`config.mk`:
```
export PLATFORM = sky130hd
export DESIGN_NAME = multi_turn_angle_tracker_core_flat
export DESIGN_NICKNAME = d
export VERILOG_FILES = /design/src/design/mtat_pkg.sv /design/src/design/mtat_in_if.sv /design/src/design/mtat_out_if.sv /design/src/design/mtat_cfg_if.sv /design/src/design/mtat_div.sv /design/src/design/multi_turn_angle_tracker_core.sv /design/src/flat_wrapper.sv
export SDC_FILE = /design/constraint.sdc
export NUM_CORES = 1
export LEC_CHECK = 0
export BUFFER_PORTS_ARGS = -buffer_cell sky130_fd_sc_hd__buf_2
export CORE_MARGIN = 2
export CORE_UTILIZATION = 57
export CTS_BUF_LIST = sky130_fd_sc_hd__clkbuf_8 sky130_fd_sc_hd__clkbuf_16
export DETAILED_ROUTE_END_ITERATION = 10
export GPL_ROUTABILITY_DRIVEN = 0
export PLACE_DENSITY = 0.76
export SYNTH_ARGS = -nofsm -noshare
export SYNTH_HDL_FRONTEND = slang
export SYNTH_SLANG_ARGS = --single-unit
export TNS_END_PERCENT = 50
```
`constraint.sdc`:
```
create_clock -name clk -period 8.65 [get_ports clk]
set_input_delay 2.1625 -clock clk [delete_from_list [all_inputs] [get_ports clk]]
set_output_delay 2.1625 -clock clk [all_outputs]
set_load 0.005 [all_outputs]
```
`src/design/mtat_pkg.sv`:
```
// Shared types and constants for the multi-turn angle tracker.
package mtat_pkg;

  localparam int CPR_W = 17;
  localparam int OFFSET_W = 16;
  localparam int CFG_IDX_W = 1;

  localparam logic [CFG_IDX_W-1:0] REG_CPR    = 1'b0;
  localparam logic [CFG_IDX_W-1:0] REG_OFFSET = 1'b1;

  typedef struct packed {
    logic load;
    logic step;
  } div_ctl_t;

endpackage

```
`src/design/mtat_in_if.sv`:
```
// Input channel carrying one raw encoder count per transfer.
interface mtat_in_if;
  logic        valid;
  logic        ready;
  logic [15:0] raw_count;

  modport source (output valid, output raw_count, input ready);
  modport sink (input valid, input raw_count, output ready);
endinterface

```
`src/design/mtat_out_if.sv`:
```
// Result channel carrying the angle outputs of one sample per transfer.
interface mtat_out_if;
  logic               valid;
  logic               ready;
  logic        [24:0] raw_deg;
  logic        [24:0] turn_deg;
  logic signed [15:0] turns;
  logic signed [40:0] abs_deg;
  logic               range_error;

  modport source (output valid, output raw_deg, output turn_deg, output turns,
                  output abs_deg, output range_error, input ready);
  modport sink (input valid, input raw_deg, input turn_deg, input turns,
                input abs_deg, input range_error, output ready);
endinterface

```
`src/design/mtat_cfg_if.sv`:
```
// Configuration write channel carrying a register index and write data.
interface mtat_cfg_if;
  logic        valid;
  logic        ready;
  logic [0:0]  index;
  logic [16:0] data;

  modport source (output valid, output index, output data, input ready);
  modport sink (input valid, input index, input data, output ready);
endinterface

```
`src/design/mtat_div.sv`:
```
// Shared restoring divide step unit with remainder and shifting dividend registers.
module mtat_div #(
  parameter int DVD_W = 25
) (
  input  logic                         clk,
  input  mtat_pkg::div_ctl_t           ctl,
  input  logic [mtat_pkg::CPR_W-1:0]   cpr,
  input  logic [mtat_pkg::CPR_W-1:0]   load_rem,
  input  logic [DVD_W-1:0]             load_dvd,
  output logic [mtat_pkg::CPR_W-1:0]   rem,
  output logic [DVD_W-1:0]             dvd
);
  import mtat_pkg::*;

  logic [CPR_W-1:0] rem_r;
  logic [CPR_W-1:0] rem_nxt;
  logic [DVD_W-1:0] dvd_r;
  logic [DVD_W-1:0] dvd_nxt;
  logic [CPR_W:0]   trial;
  logic [CPR_W:0]   trial_sub;
  logic             fits;

  always_comb begin
    trial     = {rem_r, dvd_r[DVD_W-1]};
    trial_sub = trial - {1'b0, cpr};
    fits      = (trial >= {1'b0, cpr});
    rem_nxt   = rem_r;
    dvd_nxt   = dvd_r;
    if (ctl.load) begin
      rem_nxt = load_rem;
      dvd_nxt = load_dvd;
    end else if (ctl.step) begin
      rem_nxt = fits ? trial_sub[CPR_W-1:0] : trial[CPR_W-1:0];
      dvd_nxt = {dvd_r[DVD_W-2:0], fits};
    end
  end

  always_ff @(posedge clk) begin
    rem_r <= rem_nxt;
    dvd_r <= dvd_nxt;
  end

  assign rem = rem_r;
  assign dvd = dvd_r;

endmodule

```
`src/design/multi_turn_angle_tracker_core.sv`:
```
// Top level of the multi-turn angle tracker: sequencer, state and output register.
//
// One raw encoder count enters per transfer on in_ch; one result leaves per
// transfer on out_ch. cfg_ch writes counts_per_rev (index 0) and zero_offset
// (index 1); it is always ready and should be used only while the block is idle.
// A sample first checks the count against counts_per_rev, reduces the offset
// modulo counts_per_rev when it is out of range, forms the offset count, and
// then divides count*360 and offset count*360 by counts_per_rev in the shared
// one-bit-per-cycle divide unit. The result is registered in the done step
// after the check, the optional offset reduction, the offset count, both
// divides and the turn update; a count out of range goes from the check
// straight to the done step. in_ch is ready only while the sequencer is idle,
// so a new sample can be taken once a result is registered and the sequencer
// is back in idle, even while that result still waits on out_ch. A stalled
// receiver holds the result in the output register and the next finished
// sample waits until that register is free. Reset clears the turn counter and
// the previous angle and restores counts_per_rev to 16384 and zero_offset to 0.
module multi_turn_angle_tracker_core #(
  parameter int FRAC_BITS  = 16,
  parameter int TURN_BITS  = 16,
  parameter int COUNT_BITS = 16
) (
  input  logic        clk,
  input  logic        rst_n,
  mtat_in_if.sink     in_ch,
  mtat_out_if.source  out_ch,
  mtat_cfg_if.sink    cfg_ch
);
  import mtat_pkg::*;

  localparam int AW     = 9 + FRAC_BITS;
  localparam int DVD_W  = (AW > COUNT_BITS) ? AW : COUNT_BITS;
  localparam int CNT_W  = $clog2(DVD_W + 1);
  localparam int PROD_W = CPR_W + 9;

  localparam logic [AW-1:0] DEG_HALF = AW'(180) << FRAC_BITS;
  localparam logic signed [40:0] DEG_FULL_ABS = 41'(360) << FRAC_BITS;
  localparam logic signed [TURN_BITS-1:0] TURN_MAX = {1'b0, {(TURN_BITS-1){1'b1}}};
  localparam logic signed [TURN_BITS-1:0] TURN_MIN = {1'b1, {(TURN_BITS-1){1'b0}}};

  localparam logic [3:0] S_IDLE = 4'd0;
  localparam logic [3:0] S_CHK  = 4'd1;
  localparam logic [3:0] S_MOD  = 4'd2;
  localparam logic [3:0] S_DIFF = 4'd3;
  localparam logic [3:0] S_DIVR = 4'd4;
  localparam logic [3:0] S_RAWQ = 4'd5;
  localparam logic [3:0] S_DIVA = 4'd6;
  localparam logic [3:0] S_TURN = 4'd7;
  localparam logic [3:0] S_DONE = 4'd8;

  logic [3:0]                  state_r, state_nxt;
  logic [COUNT_BITS-1:0]       count_r, count_nxt;
  logic [CPR_W-1:0]            diff_r, diff_nxt;
  logic [AW-1:0]               raw_r, raw_nxt;
  logic                        err_r, err_nxt;
  logic [CNT_W-1:0]            cnt_r, cnt_nxt;
  logic [AW-1:0]               last_angle_r, last_angle_nxt;
  logic signed [TURN_BITS-1:0] turn_count_r, turn_count_nxt;
  logic [CPR_W-1:0]            cpr_r;
  logic [OFFSET_W-1:0]         offset_r;
  logic                        out_valid_r, out_valid_nxt;
  logic [24:0]                 out_raw_r, out_raw_nxt;
  logic [24:0]                 out_turn_r, out_turn_nxt;
  logic signed [15:0]          out_turns_r, out_turns_nxt;
  logic signed [40:0]          out_abs_r, out_abs_nxt;
  logic                        out_err_r, out_err_nxt;

  div_ctl_t                    div_ctl;
  logic [CPR_W-1:0]            div_load_rem;
  logic [DVD_W-1:0]            div_load_dvd;
  logic [CPR_W-1:0]            div_rem;
  logic [DVD_W-1:0]            div_dvd;

  logic [COUNT_BITS-1:0]       off_cut;
  logic [CPR_W-1:0]            count17;
  logic [CPR_W-1:0]            mul_in;
  logic [PROD_W-1:0]           prod;
  logic [AW-1:0]               prod_lo;
  logic [AW-1:0]               ang;
  logic signed [40:0]          turn_ext;

  mtat_div #(
    .DVD_W (DVD_W)
  ) u_div (
    .clk      (clk),
    .ctl      (div_ctl),
    .cpr      (cpr_r),
    .load_rem (div_load_rem),
    .load_dvd (div_load_dvd),
    .rem      (div_rem),
    .dvd      (div_dvd)
  );

  assign in_ch.ready  = (state_r == S_IDLE);
  assign cfg_ch.ready = 1'b1;

  assign out_ch.valid       = out_valid_r;
  assign out_ch.raw_deg     = out_raw_r;
  assign out_ch.turn_deg    = out_turn_r;
  assign out_ch.turns       = out_turns_r;
  assign out_ch.abs_deg     = out_abs_r;
  assign out_ch.range_error = out_err_r;

  always_comb begin
    off_cut  = COUNT_BITS'(offset_r);
    count17  = CPR_W'(count_r);
    mul_in   = (state_r == S_DIFF) ? count17 : diff_r;
    prod     = PROD_W'(mul_in) * PROD_W'(360);
    prod_lo  = {prod[8:0], {FRAC_BITS{1'b0}}};
    ang      = div_dvd[AW-1:0];
    turn_ext = 41'(turn_count_r);

    state_nxt      = state_r;
    count_nxt      = count_r;
    diff_nxt       = diff_r;
    raw_nxt        = raw_r;
    err_nxt        = err_r;
    cnt_nxt        = cnt_r;
    last_angle_nxt = last_angle_r;
    turn_count_nxt = turn_count_r;
    out_valid_nxt  = out_valid_r && !out_ch.ready;
    out_raw_nxt    = out_raw_r;
    out_turn_nxt   = out_turn_r;
    out_turns_nxt  = out_turns_r;
    out_abs_nxt    = out_abs_r;
    out_err_nxt    = out_err_r;
    div_ctl        = '0;
    div_load_rem   = '0;
    div_load_dvd   = '0;

    unique case (state_r)
      S_IDLE: begin
        if (in_ch.valid) begin
          count_nxt = COUNT_BITS'(in_ch.raw_count);
          state_nxt = S_CHK;
        end
      end
      S_CHK: begin
        div_ctl.load = 1'b1;
        if (32'(count_r) >= 32'(cpr_r)) begin
          err_nxt   = 1'b1;
          state_nxt = S_DONE;
        end else if (32'(off_cut) >= 32'(cpr_r)) begin
          err_nxt      = 1'b0;
          div_load_dvd = DVD_W'(off_cut) << (DVD_W - COUNT_BITS);
          cnt_nxt      = CNT_W'(COUNT_BITS - 1);
          state_nxt    = S_MOD;
        end else begin
          err_nxt      = 1'b0;
          div_load_rem = CPR_W'(off_cut);
          state_nxt    = S_DIFF;
        end
      end
      S_MOD: begin
        div_ctl.step = 1'b1;
        if (cnt_r == '0) begin
          state_nxt = S_DIFF;
        end else begin
          cnt_nxt = cnt_r - 1'b1;
        end
      end
      S_DIFF: begin
        if (count17 >= div_rem) begin
          diff_nxt = count17 - div_rem;
        end else begin
          diff_nxt = count17 + cpr_r - div_rem;
        end
        div_ctl.load = 1'b1;
        div_load_rem = prod[PROD_W-1:9];
        div_load_dvd = DVD_W'(prod_lo) << (DVD_W - AW);
        cnt_nxt      = CNT_W'(AW - 1);
        state_nxt    = S_DIVR;
      end
      S_DIVR: begin
        div_ctl.step = 1'b1;
        if (cnt_r == '0) begin
          state_nxt = S_RAWQ;
        end else begin
          cnt_nxt = cnt_r - 1'b1;
        end
      end
      S_RAWQ: begin
        raw_nxt      = div_dvd[AW-1:0];
        div_ctl.load = 1'b1;
        div_load_rem = prod[PROD_W-1:9];
        div_load_dvd = DVD_W'(prod_lo) << (DVD_W - AW);
        cnt_nxt      = CNT_W'(AW - 1);
        state_nxt    = S_DIVA;
      end
      S_DIVA: begin
        div_ctl.step = 1'b1;
        if (cnt_r == '0) begin
          state_nxt = S_TURN;
        end else begin
          cnt_nxt = cnt_r - 1'b1;
        end
      end
      S_TURN: begin
        if (ang > last_angle_r && (ang - last_angle_r) > DEG_HALF) begin
          if (turn_count_r != TURN_MIN) begin
            turn_count_nxt = turn_count_r - 1'b1;
          end
        end else if (last_angle_r > ang && (last_angle_r - ang) > DEG_HALF) begin
          if (turn_count_r != TURN_MAX) begin
            turn_count_nxt = turn_count_r + 1'b1;
          end
        end
        last_angle_nxt = ang;
        state_nxt      = S_DONE;
      end
      S_DONE: begin
        if (!out_valid_r || out_ch.ready) begin
          out_valid_nxt = 1'b1;
          out_raw_nxt   = err_r ? 25'd0 : 25'(raw_r);
          out_turn_nxt  = 25'(last_angle_r);
          out_turns_nxt = 16'(turn_count_r);
          out_abs_nxt   = 41'(turn_ext * DEG_FULL_ABS) + 41'(last_angle_r);
          out_err_nxt   = err_r;
          state_nxt     = S_IDLE;
        end
      end
      default: begin
        state_nxt = S_IDLE;
      end
    endcase
  end

  always_ff @(posedge clk) begin
    if (!rst_n) begin
      state_r      <= S_IDLE;
      out_valid_r  <= 1'b0;
      last_angle_r <= '0;
      turn_count_r <= '0;
      cpr_r        <= CPR_W'(16384);
      offset_r     <= '0;
    end else begin
      state_r      <= state_nxt;
      out_valid_r  <= out_valid_nxt;
      last_angle_r <= last_angle_nxt;
      turn_count_r <= turn_count_nxt;
      if (cfg_ch.valid) begin
        unique case (cfg_ch.index)
          REG_CPR:    cpr_r    <= cfg_ch.data;
          REG_OFFSET: offset_r <= cfg_ch.data[OFFSET_W-1:0];
          default:    cpr_r    <= cpr_r;
        endcase
      end
    end
  end

  always_ff @(posedge clk) begin
    count_r     <= count_nxt;
    diff_r      <= diff_nxt;
    raw_r       <= raw_nxt;
    err_r       <= err_nxt;
    cnt_r       <= cnt_nxt;
    out_raw_r   <= out_raw_nxt;
    out_turn_r  <= out_turn_nxt;
    out_turns_r <= out_turns_nxt;
    out_abs_r   <= out_abs_nxt;
    out_err_r   <= out_err_nxt;
  end

  a_turn_only_in_update: assert property (@(posedge clk) disable iff (!rst_n)
    (state_r != S_TURN) |=> $stable(turn_count_r))
    else $error("turn counter changed outside the update step");

  a_turn_step_size: assert property (@(posedge clk) disable iff (!rst_n)
    (state_r == S_TURN) |=> (turn_count_r == $past(turn_count_r) ||
                             turn_count_r == $past(turn_count_r) + 1'b1 ||
                             turn_count_r == $past(turn_count_r) - 1'b1))
    else $error("turn counter moved by more than one revolution");

  a_result_from_done: assert property (@(posedge clk) disable iff (!rst_n)
    $rose(out_valid_r) |-> ($past(state_r) == S_DONE))
    else $error("result presented without passing the done step");

  a_accept_starts_check: assert property (@(posedge clk) disable iff (!rst_n)
    (in_ch.valid && in_ch.ready) |=> (state_r == S_CHK))
    else $error("input transfer did not start a range check");

endmodule
```
`src/flat_wrapper.sv`:
```
// flat-port wrapper written by rule: the top's interface ports become plain ports
module multi_turn_angle_tracker_core_flat import mtat_pkg::*;
#(
  parameter int FRAC_BITS  = 16,
  parameter int TURN_BITS  = 16,
  parameter int COUNT_BITS = 16
)
  (clk, rst_n, in_ch_valid, in_ch_raw_count, in_ch_ready, out_ch_valid, out_ch_raw_deg, out_ch_turn_deg, out_ch_turns, out_ch_abs_deg, out_ch_range_error, out_ch_ready, cfg_ch_valid, cfg_ch_index, cfg_ch_data, cfg_ch_ready);
  mtat_in_if in_ch_i ();
  mtat_out_if out_ch_i ();
  mtat_cfg_if cfg_ch_i ();
  input  logic clk;
  input  logic rst_n;
  input wire logic [$bits(in_ch_i.valid)-1:0] in_ch_valid;
  input wire logic [$bits(in_ch_i.raw_count)-1:0] in_ch_raw_count;
  output wire logic [$bits(in_ch_i.ready)-1:0] in_ch_ready;
  output wire logic [$bits(out_ch_i.valid)-1:0] out_ch_valid;
  output wire logic [$bits(out_ch_i.raw_deg)-1:0] out_ch_raw_deg;
  output wire logic [$bits(out_ch_i.turn_deg)-1:0] out_ch_turn_deg;
  output wire logic [$bits(out_ch_i.turns)-1:0] out_ch_turns;
  output wire logic [$bits(out_ch_i.abs_deg)-1:0] out_ch_abs_deg;
  output wire logic [$bits(out_ch_i.range_error)-1:0] out_ch_range_error;
  input wire logic [$bits(out_ch_i.ready)-1:0] out_ch_ready;
  input wire logic [$bits(cfg_ch_i.valid)-1:0] cfg_ch_valid;
  input wire logic [$bits(cfg_ch_i.index)-1:0] cfg_ch_index;
  input wire logic [$bits(cfg_ch_i.data)-1:0] cfg_ch_data;
  output wire logic [$bits(cfg_ch_i.ready)-1:0] cfg_ch_ready;
  assign in_ch_i.valid = in_ch_valid;
  assign in_ch_i.raw_count = in_ch_raw_count;
  assign in_ch_ready = in_ch_i.ready;
  assign out_ch_valid = out_ch_i.valid;
  assign out_ch_raw_deg = out_ch_i.raw_deg;
  assign out_ch_turn_deg = out_ch_i.turn_deg;
  assign out_ch_turns = out_ch_i.turns;
  assign out_ch_abs_deg = out_ch_i.abs_deg;
  assign out_ch_range_error = out_ch_i.range_error;
  assign out_ch_i.ready = out_ch_ready;
  assign cfg_ch_i.valid = cfg_ch_valid;
  assign cfg_ch_i.index = cfg_ch_index;
  assign cfg_ch_i.data = cfg_ch_data;
  assign cfg_ch_ready = cfg_ch_i.ready;
  multi_turn_angle_tracker_core #(.FRAC_BITS(FRAC_BITS), .TURN_BITS(TURN_BITS), .COUNT_BITS(COUNT_BITS)) u_core (.clk(clk), .rst_n(rst_n), .in_ch(in_ch_i), .out_ch(out_ch_i), .cfg_ch(cfg_ch_i));
endmodule
```
* Word level (Yosys, flattened, before mapping)
Index checks and enable logic that the tools add are counted.
** Operators by class
- Eq/ne operators :: 19
- Bitwise logic cells :: 1
- Reductions and logical operators :: 22
- Multiply operators :: 2
- $lt $le $gt $ge :: 8
- $add $sub $neg :: 10
- Mux-type cells :: 34
** Operator list (number)
- $mux 17 :: 6
- $mux 25 :: 4
- $mux 16 :: 5
- $ge 16x17->1 :: 3
- $gt 25x24->1 const B :: 2
- $gt 25x25->1 :: 2
- $pmux 25 s2 :: 1
- $sub 25x25->25 :: 2
- $add 41x25->41 :: 1
- $pmux 4 s9 :: 1
- $pmux 17 s2 :: 1
- $sub 17x17->17 :: 2
- $ne 16x16->1 const B :: 2
- $mux 4 :: 6
- $mul 17x6->23 const B :: 1
- $mul 16x7->22 const B :: 1
- $ge 18x17->1 :: 1
- $add 16x17->17 :: 1
- $sub 16x17->17 :: 1
- $add 16x1->16 const B :: 1
- $eq 4x3->1 const B :: 4
- $sub 16x1->16 const B :: 1
- $mux 5 :: 3
- $pmux 5 s3 :: 1
- other kinds (20) :: 43
** Word-level totals
- Bits in registers :: 293
- Output and inout port bits :: 111
- Input port bits :: 39
- Word-level logic and storage cells :: 114

* Longest topological paths before layout
- Depth after elaboration :: 5
- Mapped depth :: 26
- Depth with buffers taken out :: 26

* Modules after synthesis
From an unflattened synthesis, not the netlist that was laid out.
** Second synthesis, totals
- Cells, all modules :: 2424
- Area, all modules :: 22788.1 um^2
** Modules (own cells, without submodules)
- multi_turn_angle_tracker_core :: cells an instance 2178, sequential area each 6175.9 um^2, times used 1, area an instance 20010.4 um^2
- mtat_div :: cells an instance 246, sequential area each 1261.2 um^2, times used 1, area an instance 2777.7 um^2

* Worst setup path after synthesis
OpenSTA, ideal clock, no wires.
- Kind :: input -> register
- Start :: input port out_ch_ready
- End :: register u_core.out_abs_r[0] (netlist: u_core.out_ch.abs_deg[0]), enable pin
- Path buffers :: 0
- Arrival time :: 6175 ps
- Required time :: 8102 ps
- Setup time :: 548 ps
- Path slack :: 1927 ps
- Stages on the path :: 2
- Cells stage by stage :: nor2b_1 -> nor2b_1
** Between the ends
- Cells in the longest elaborated chain, start to end :: 2
** RTL lines
- start, declared :: RTL line flat_wrapper.sv:23 : input wire logic [$bits(out_ch_i.ready)-1:0] out_ch_ready;
- $logic_or 1x1->1 :: RTL line multi_turn_angle_tracker_core.sv:212 : if (!out_valid_r || out_ch.ready) begin
- $reduce_and 2->1 (no line)
- end signal, assigned :: RTL line multi_turn_angle_tracker_core.sv:260 : out_abs_r <= out_abs_nxt;
- end, declared :: RTL line multi_turn_angle_tracker_core.sv:65 : logic signed [40:0] out_abs_r, out_abs_nxt;
Every way passes these cells.
A chain may end at the register's enable or synchronous reset.

* Final worst setup path
- Start :: register u_core.state_r[0]
- End :: register u_core.u_div.rem_r[14] (netlist: u_core.u_div.rem[14]), data pin
** Between the ends
- Cells in the longest elaborated chain, start to end :: 5
- Elaborated cells between the ends (all ways) :: 10
- Classes of those cells :: mul (1); eq/ne (3); mux (4); reduce/logical (2)
** RTL lines
- start, declared :: RTL line multi_turn_angle_tracker_core.sv:51 : logic [3:0] state_r, state_nxt;
- start signal, assigned :: RTL line multi_turn_angle_tracker_core.sv:237 : state_r <= state_nxt;
- $eq 4x2->1 :: RTL line multi_turn_angle_tracker_core.sv:107, multi_turn_angle_tracker_core.sv:131
- $mux 17 :: RTL line multi_turn_angle_tracker_core.sv:107 : mul_in = (state_r == S_DIFF) ? count17 : diff_r;
- $mul 17x6->23 :: RTL line multi_turn_angle_tracker_core.sv:108 : prod = PROD_W'(mul_in) * PROD_W'(360);
- $pmux 17 s2 :: RTL line multi_turn_angle_tracker_core.sv:131 : unique case (state_r)
- $mux 17 (*) :: RTL line mtat_div.sv:29 : if (ctl.load) begin
- named net u_core.u_div.rem_nxt[14] :: RTL line mtat_div.sv:16 : logic [CPR_W-1:0] rem_nxt;
- end signal, assigned :: RTL line mtat_div.sv:39 : rem_r <= rem_nxt;
- end, declared :: RTL line mtat_div.sv:15 : logic [CPR_W-1:0] rem_r;
The timed path passes the listed nets; every way through them passes the cells marked *.

==> impl_metrics.toml <==
[synthesis]
synth_top_area_cell = "edfxtp_1"
yosysWarnings = 0
synth_area_leaders = "edfxtp_1 (27%), ha_1 (15%), dfxtp_1 (7.3%)"
synth-edff-count = 195
synth.avg_cell_area_um2 = 9.24
synthCells = 2361
synth_area_um2 = 21800
ys_seq_elements = 274
syn-num-nets = 2732
synthArstFlopShare_pct = 0
synthDominantCellAreaShare_pct = 26.8
synthFlopType = "edfxtp_1"
synth.most_common_cell = "inv_1"
yosysSeqAreaShare_pct = 34.1
synth_commonest_cells = "inv_1 (328), nand2_1 (261), ha_1 (255)"
ys_types = 84

[global_routing]
grt_max_degree = 73
gr-total-overflow = 0
grt_pass1_vias = 16949
globalRouteTotalUtil_pct = 27.1
antenna_found_initial = 2
grt_pass1_wl_mm = 85.4

[layout]
area_growth_syn_to_layout_pct = 9.55
drive_gt1_share_pct = 10.5
final-instance-count-excl-fill = 2999
regArea_um2 = 7440
multi_input_area_um2 = 12700
fill_cells = 3151
final_area_um2 = 23900
nets = 2835
postLayoutCoreUtil_pct = 63.4

[floorplanning]
ios = 150
die_area_um2 = 39800
core_area_um2 = 37700
die_h_um = 200
row_count = 71
start_util_pct = 57.9
die_w_um = 200

[critical_path]
critical_path_class = "reg2reg"
critPathRequiredTime_ns = 8.91
crit_start = "u_core.state_r[0]"
crit_path_start_kind = "register"
ff2ff_path_depth = 23
reg2reg_to = "u_core.u_div.rem[14]"
crit_path_max_fanout = 21
arrival_ns = 6.88
rr_startpoint = "u_core.state_r[0]"
regToRegSetupSlack_ns = 2.02
endpoint_kind = "register"

[flow_run]
drv_cap = 0

[detailed_routing]
vias = 17430
avgViaCountPerCell = 5.81
ant_nets = 0
drtPass1Iterations = 6
drt_iter0_markers = 1179
routed_wirelength_mm = 53.8
drt-wirelength-per-cell_um = 17.9
drc = 0

[clocking]
htreeDepth = 1
cts_buffer_depth = 3
path_clk_slew_ns = 0.06
cts_setup_buffers = 0
cts-root-buf = "clkbuf_16"
cts_hold_buf = 0
cts_resized = 0
cts.sinks = 274
cts_tree = "built"
clk_latency_ns = 0.57
cts_buffers = 30

[pwr]
internal_power_mw = 4.07
total_power_mw = 7.22
switching_power_mw = 3.14
seq_power_share_pct = 27.0
pwr-share-clk_pct = 18.3
peakVddDrop_mv = 0.289
swShare_pct = 43.6
pwr-share-comb_pct = 54.7
power.leakage_nw = 10.6
p_per_area_nw_per_um2 = 302

[timing]
period_needed_ns = 6.63
grt_setup_unrepaired = "no"
timing.hold.ws_ns = 0.458
drv_slew = 0
fin_skew_ns = 0.0133
worst_slack_ns = 2.02
final.period_utilization_pct = 76.6
slew_headroom_pct = 18.8
tns_ns = 0
setup_viol = 0
fmax_mhz = 151
worst_pin_slew_ns = 1.21
hold_viol = 0

[placed_design]
dpl.cell_count = 2943
placed_area_um2 = 22900
dp_hpwl_mm = 41.8
numPortBuffers = 148
place_ws_ns = 2.10

[outcome]
status = "finished clean"

[hold_path]
hold_class = "reg2reg"
holdPathEnd = "u_core.cpr_r[4]"
holdPathStages = 2
hp-start = "u_core.cpr_r[4]"
-- registers in the layout, summed over array words and instances, names as in the netlist, 4 cells and up --
name / flops
u_core.turn_count_r: 16
u_core.out_ch.abs_deg: 41
u_core.u_div.dvd: 25
u_core.state_r: 4
u_core.out_ch.raw_deg: 25
u_core.off_cut: 16
u_core.out_ch.turn_deg: 6
u_core.last_angle_r: 25
u_core.cnt_r: 5
u_core.out_ch.turns: 16
u_core.cpr_r: 17
u_core.raw_r: 25
u_core.count_r: 16
u_core.u_div.rem: 17
u_core.diff_r: 17
-- layout make-up --
class / count / area share [%]
diodes: 1 / 0.0105
clock buffers: 34 / 3.56
clock inverters: 21 / 0.786
inverters: 330 / 5.18
multi-input cells: 1668 / 53.2
flip-flops and latches: 274 / 31.1
well taps: 511 / 2.68
repair buffers: 160 / 3.48
-- layout by cell type, fill, tap and decap left out, types with 45 or more instances in the layout --
| cell | n |
|---|---|
| xnor2_1 | 93 |
| o21ai_0 | 98 |
| dfxtp_1 | 79 |
| fa_1 | 77 |
| inv_1 | 329 |
| nor2_1 | 121 |
| ha_1 | 255 |
| nor2b_1 | 45 |
| nand2_1 | 260 |
| a21oi_1 | 177 |
| buf_2 | 148 |
| edfxtp_1 | 195 |
-- power by group through the flow --
stage | clock network (mW) | registers [mW] | logic, mW
6_report | 1.32 | 1.95 | 3.94
5_1_grt | 1.39 | 1.97 | 4.35
4_1_cts | 1.34 | 1.94 | 3.87
3_5_place_dp | 0 | 1.97 | 3.84
3_3_place_gp | 0 | 1.96 | 3.72
2_1_floorplan | 0 | 1.87 | 2.97
-- critical path, stage by stage, from the launching register on --
cell and delay (ns):
dfxtp_1 0.40, inv_1 0.11, nor2_1 0.26, nand2_1 0.16, nor2_2 0.63, buf_4 0.43, mux2_2 0.39, ha_1 0.33
inv_1 0.08, fa_1 0.50, fa_1 0.53, inv_1 0.05, ha_1 0.32, a21oi_1 0.16, o21bai_1 0.11, a21o_1 0.20
a21o_1 0.20, a21oi_1 0.24, o211ai_1 0.17, a41oi_1 0.39, o21bai_1 0.10, a21oi_1 0.19, xor2_1 0.20, o221ai_1 0.14
-- per-layer routing --
metal | part of all wire [%] | wire, um | up-vias | global-route usage, %
li1 | - | - | 8379 | -
met1 | 41 | 21900 | 8155 | 33.2
met2 | 47 | 25300 | 695 | 46.7
met3 | 6.8 | 3640 | 199 | 4.19
met4 | 5.4 | 2900 | 2 | 12.8
met5 | 0.024 | 13 | - | 0
-- worst max path at each step --
stage	to	slack (ns)
after floorplan	u_core.out_ch.abs_deg[0]	1.93
after global placement	u_core.u_div.rem[16]	2.52
after detailed placement	u_core.u_div.rem[14]	2.10
after CTS	u_core.u_div.rem[14]	2.05
after global routing	u_core.u_div.rem[16]	1.53
final	u_core.u_div.rem[14]	2.02
-- cells by family (layout without fill, tap and decap cells) --
| family | count (synthesis) | count (layout) | share of synthesized area, % |
|---|---|---|---|
| adder cells (fa/ha/maj) | 332 | 332 | 21.7 |
| AO/OA/AOI/OAI | 515 | 515 | 15.1 |
| AND/OR/NAND/NOR | 653 | 653 | 14.2 |
| other | 1 | 2 | 0.0172 |
| buffers and inverters | 419 | 545 | 7.78 |
| flip-flops | 274 | 274 | 34.1 |
| XOR/XNOR | 127 | 127 | 5.10 |
| multiplexers | 40 | 40 | 1.93 |
No activity file was read; power rests on OpenSTA's default activity.
